$ cat config.mk
export PLATFORM = sky130hd
export DESIGN_NAME = psrac_ctrl
export DESIGN_NICKNAME = d
export VERILOG_FILES = /design/src/sv/psrac_pkg.sv /design/src/sv/psrac_ctrl.sv
export SDC_FILE = /design/constraint.sdc
export NUM_CORES = 1
export LEC_CHECK = 0
export BUFFER_PORTS_ARGS = -buffer_cell sky130_fd_sc_hd__buf_4
export CAP_MARGIN = 15
export CORE_AREA = 5 5 42 44
export DETAILED_ROUTE_END_ITERATION = 8
export DIE_AREA = 0 0 47 49
export GPL_ROUTABILITY_DRIVEN = 0
export GPL_TIMING_DRIVEN = 0
export SLEW_MARGIN = 20
export SYNTH_ARGS = -nofsm -noshare
export SYNTH_HDL_FRONTEND = slang
export SYNTH_SLANG_ARGS = --single-unit
$ cat constraint.sdc
create_clock -name clk -period 0.8 [get_ports clk]
set_input_delay 0.08 -clock clk [delete_from_list [all_inputs] [get_ports clk]]
set_output_delay 0.08 -clock clk [all_outputs]
set_load 0.05 [all_outputs]
$ cat src/sv/psrac_pkg.sv
// Package for the shadow RAM attribute controller.
// Holds request codes, controller states, command struct and fixed constants.
// No dependencies.
package psrac_pkg;

  typedef enum logic [1:0] {
    REQ_CFG_RD = 2'd0,
    REQ_CFG_WR = 2'd1,
    REQ_MEM_RD = 2'd2,
    REQ_MEM_WR = 2'd3
  } req_t;

  typedef enum logic [1:0] {
    ST_IDLE,
    ST_READ,
    ST_RESP
  } state_t;

  typedef struct packed {
    logic load;
    logic mem_rd;
    logic commit;
  } cmd_t;

  localparam logic [1:0] ROUTE_NONE = 2'd0;
  localparam logic [1:0] ROUTE_ROM  = 2'd1;
  localparam logic [1:0] ROUTE_RAM  = 2'd2;

  localparam logic [31:0] ID_WORD    = 32'h7100_8086;
  localparam logic [31:0] REV_WORD   = 32'h0000_0001;
  localparam logic [31:0] RST_SLOT0  = 32'h1402_0000;
  localparam logic [31:0] RST_SLOT1  = 32'h0152_0000;
  localparam logic [31:0] RST_SLOT4  = 32'h0202_0202;
  localparam logic [31:0] RST_SLOT5  = 32'h0000_0002;

  localparam logic [19:0] WIN_BASE = 20'hC0000;
  localparam logic [19:0] TOP_BASE = 20'hF0000;

  localparam logic [7:0] OFF_ID   = 8'h00;
  localparam logic [7:0] OFF_REV  = 8'h08;
  localparam logic [7:0] OFF_PAM0 = 8'h58;
  localparam logic [7:0] OFF_PAM1 = 8'h5C;
  localparam logic [7:0] OFF_WO0  = 8'h70;
  localparam logic [7:0] OFF_WO1  = 8'h74;
  localparam logic [7:0] OFF_RO4C = 8'h4C;

  localparam int CFG_SLOTS = 16;
  localparam int SEGMENTS  = 13;

endpackage

$ cat src/sv/psrac_ctrl.sv
// Controller state machine for the shadow RAM attribute controller.
// Sequences accept, shadow RAM read and commit; depends on psrac_pkg.
module psrac_ctrl (
  input  logic             clk,
  input  logic             rst,
  input  logic             start,
  output logic             busy,
  output logic             done,
  output psrac_pkg::cmd_t  cmd
);

  psrac_pkg::state_t state;
  psrac_pkg::state_t state_next;

  always_comb begin
    state_next = state;
    case (state)
      psrac_pkg::ST_IDLE: begin
        if (start) begin
          state_next = psrac_pkg::ST_READ;
        end
      end
      psrac_pkg::ST_READ: begin
        state_next = psrac_pkg::ST_RESP;
      end
      psrac_pkg::ST_RESP: begin
        state_next = psrac_pkg::ST_IDLE;
      end
      default: begin
        state_next = psrac_pkg::ST_IDLE;
      end
    endcase
  end

  always_comb begin
    busy       = 1'b1;
    cmd.load   = 1'b0;
    cmd.mem_rd = 1'b0;
    cmd.commit = 1'b0;
    case (state)
      psrac_pkg::ST_IDLE: begin
        busy     = 1'b0;
        cmd.load = start;
      end
      psrac_pkg::ST_READ: begin
        cmd.mem_rd = 1'b1;
      end
      psrac_pkg::ST_RESP: begin
        cmd.commit = 1'b1;
      end
      default: begin
        busy = 1'b1;
      end
    endcase
  end

  always_ff @(posedge clk) begin
    if (rst) begin
      state <= psrac_pkg::ST_IDLE;
      done  <= 1'b0;
    end else begin
      state <= state_next;
      done  <= cmd.commit;
    end
  end

endmodule

==> summary.md <==
| Metric | Value |
|---|---|
| Sequential share of the synthesized area | 46.6% |
| Worst min path class | input pin to flop |
| GRT overflow | 0 |
| CTS H-tree lvls | 1 |
| Max clock buf depth | 2 |
| Input/output buffers | 7 |
| Crit path kind | flop to output pin |
| Core Box Area | 1400 µm² |
| Flops & latches, synth | 3 |
| Layout Skew | 0.00678 ns |
| Synthesized instance count | 11 |
| Post-CTS Hold Fix Bufs | 0 |
| Max Freq | 0.889 GHz |
| # rows | 14 |
| Total GRT Usage | 4.36% |
| Period minus WS final | 1.13 ns |
| Pins over their slew limit | 0 |
| Synth unique cells | 6 |
| Worst rel slew slack | 88.7% |
| Mean Syn Cell Area | 11.7 µm² |
| Vias in the first global route | 135 |
| Post-synth top area share | 46.6% |
| Worst Hold Depth | 2 |
| Residual DRC | 0 |
| TritonCTS buffer count | 3 |
| Critical Path End Type | output pin |
| I/O pin count | 8 |
| Clk sinks | 3 |
| Final setup violation count | 7 |
| Tot Pwr | 0.000591 W |
| Top cells by area, synth | dfxtp_1 47%, nor3b_1 17%, and2b_2 14% |
| First DRT Iteration DRCs | 1 |
| Initial Utilization | 9.20% |
| CP Data Required Time | 0.72 ns |
| # diodes | 0 |
| Synth area leader | dfxtp_1 |
| CP startpoint kind | flop |
| Router iterations before antenna repair | 2 |
| RSZ-0062 raised after global routing | true |
| Largest net degree at the start of global routing | 8 |
| Clock slew at reported path FFs | 0.04 ns |
| Max-Cap Viols | 0 |
| Power density cells | 1830 nW/µm² |
| Nets@finish | 28 |
| TritonCTS clock tree | yes |
| Outcome | finished with violations |
| Synthesized area | 129 µm² |
| Root Buffer | clkbuf_4 |
| Layout cells sized above 1 | 95.8% |
| Worst vdd rail ir drop | 0.00103 V |
| Pleak | 0.139 nW |
| Area Overhead vs Synth | 150% |
| Failing checks | setup timing |
| Clock latency on the worst-skew pair | 0.24 ns |
| Final ANT Viol Nets | 0 |
| Die Y | 49 µm |
| Fin. Hold Viols | 0 |
| Syn Nets | 14 |
| Vias per inst | 3.30 |
| R2R cell count | 3 |
| Vias | 132 |
| Per-cell routed wire length | 9.30 µm |
| DIE AREA | 2300 µm² |
| Die X-Extent | 47 µm |
| Initial antenna violation count | 0 |
| Final period utilization | 141% |
| Tightest Pin Transition | 0.169 ns |
| Post-route setup slack | -0.325 ns |
| Max FO, Critical Path | 4 |
| WP data arrival | 1.05 ns |
| Fillers | 157 |
| Global-route wire length before repair | 621 µm |
| Pre-CTS setup slack | -0.193 ns |
| Ys Warns | 0 |
| WL final | 372 µm |
[registers in the layout, summed over array words and instances, names as in the netlist]
signal	cells
state	2
done	1
[metrics by stage]
stage / cell area, µm² / TNS [ns] / std cells / hold slack (ns) / util (%)
global route: 323 / -1.66 / 40 / 0.0344 / 23.0
finish: 323 / -1.34 / 40 / 0.0465 / 23.0
global placement: 215 / -0.363 / 34 / 0.260 / 15.4
detailed placement: 215 / -0.389 / 34 / 0.267 / 15.4
CTS: 309 / -1.34 / 40 / 0.0274 / 22.1
floorplan: 143 / -0.198 / 11 / 0.146 / -
[placed cells by master, fill, tap and decap left out]
cell      netlist  final
buf_4           1      4
buf_8           0      2
clkbuf_4        0      3
buf_6           0      3
nor4b_4         0      1
buf_12          0      1
and2b_2         2      2
nor3b_4         0      1
or2_4           0      1
dfxtp_2         0      1
dfxtp_4         0      2
nor3b_2         0      2
clkbuf_1        0      1
[Yosys cell counts (all sizes together)]
cell type / n
or2: 1
buf: 1
and2b: 2
nor4b: 1
dfxtp: 3
nor3b: 3
[logic make-up (layout without fill, tap and decap cells)]
group	after synthesis	after routing	share of synthesized area, %
buffers and inverters	1	14	5.83
and+or+nand+nor	7	7	47.6
DFF	3	3	46.6
[per-layer routing]
metal | vias to the layer above | share of wire (%) | GRT usage [%]
met5 | - | 0 | 0
met4 | 0 | 0 | 2.76
met3 | 0 | 16 | 5.54
met2 | 10 | 37 | 3.85
met1 | 59 | 47 | 5.26
li1 | 63 | - | -
[timing repair]
action,in CTS,in global routing
setup buffers,3,0
pin swaps,2,0
resized for setup,12,2
hold endpoints to repair,0,0
setup endpoints to repair,5,8
[area by class of cell]
cell class | instances | area [µm²] | area share [%]
well taps | 16 | 20.0 | 6.20
multi-input cells | 7 | 93.8 | 29.1
flip-flops and latches | 3 | 68.8 | 21.3
clock buffers | 4 | 26.3 | 8.14
repair buffers | 10 | 114 | 35.3
[worst paths after layout]
check / startpoint / end / slack [ns]
max: state[1]$_SDFFE_PP0P_ / cmd[2] / -0.33
min: rst / done$_SDFF_PP0_ / 0.05
max reg2reg: state[1]$_SDFFE_PP0P_ / state[0]$_SDFFE_PP0P_ / -0.13
min reg2reg: state[0]$_SDFFE_PP0P_ / done$_SDFF_PP0_ / 0.46
[critical path: stages, from the launching register on]
cell	delay, ns
dfxtp_4	0.35
buf_12	0.12
nor3b_4	0.16
buf_6	0.18
[where the power goes]
group	switching [W]	total, W	internal (W)
Clock	0.0000796	0.000266	0.000187
Sequential	0.0000104	0.000165	0.000154
Combinational	0.0000807	0.000160	0.0000792
Total	0.000171	0.000591	0.000421
Note: power is estimated with default switching activity, not from simulation.
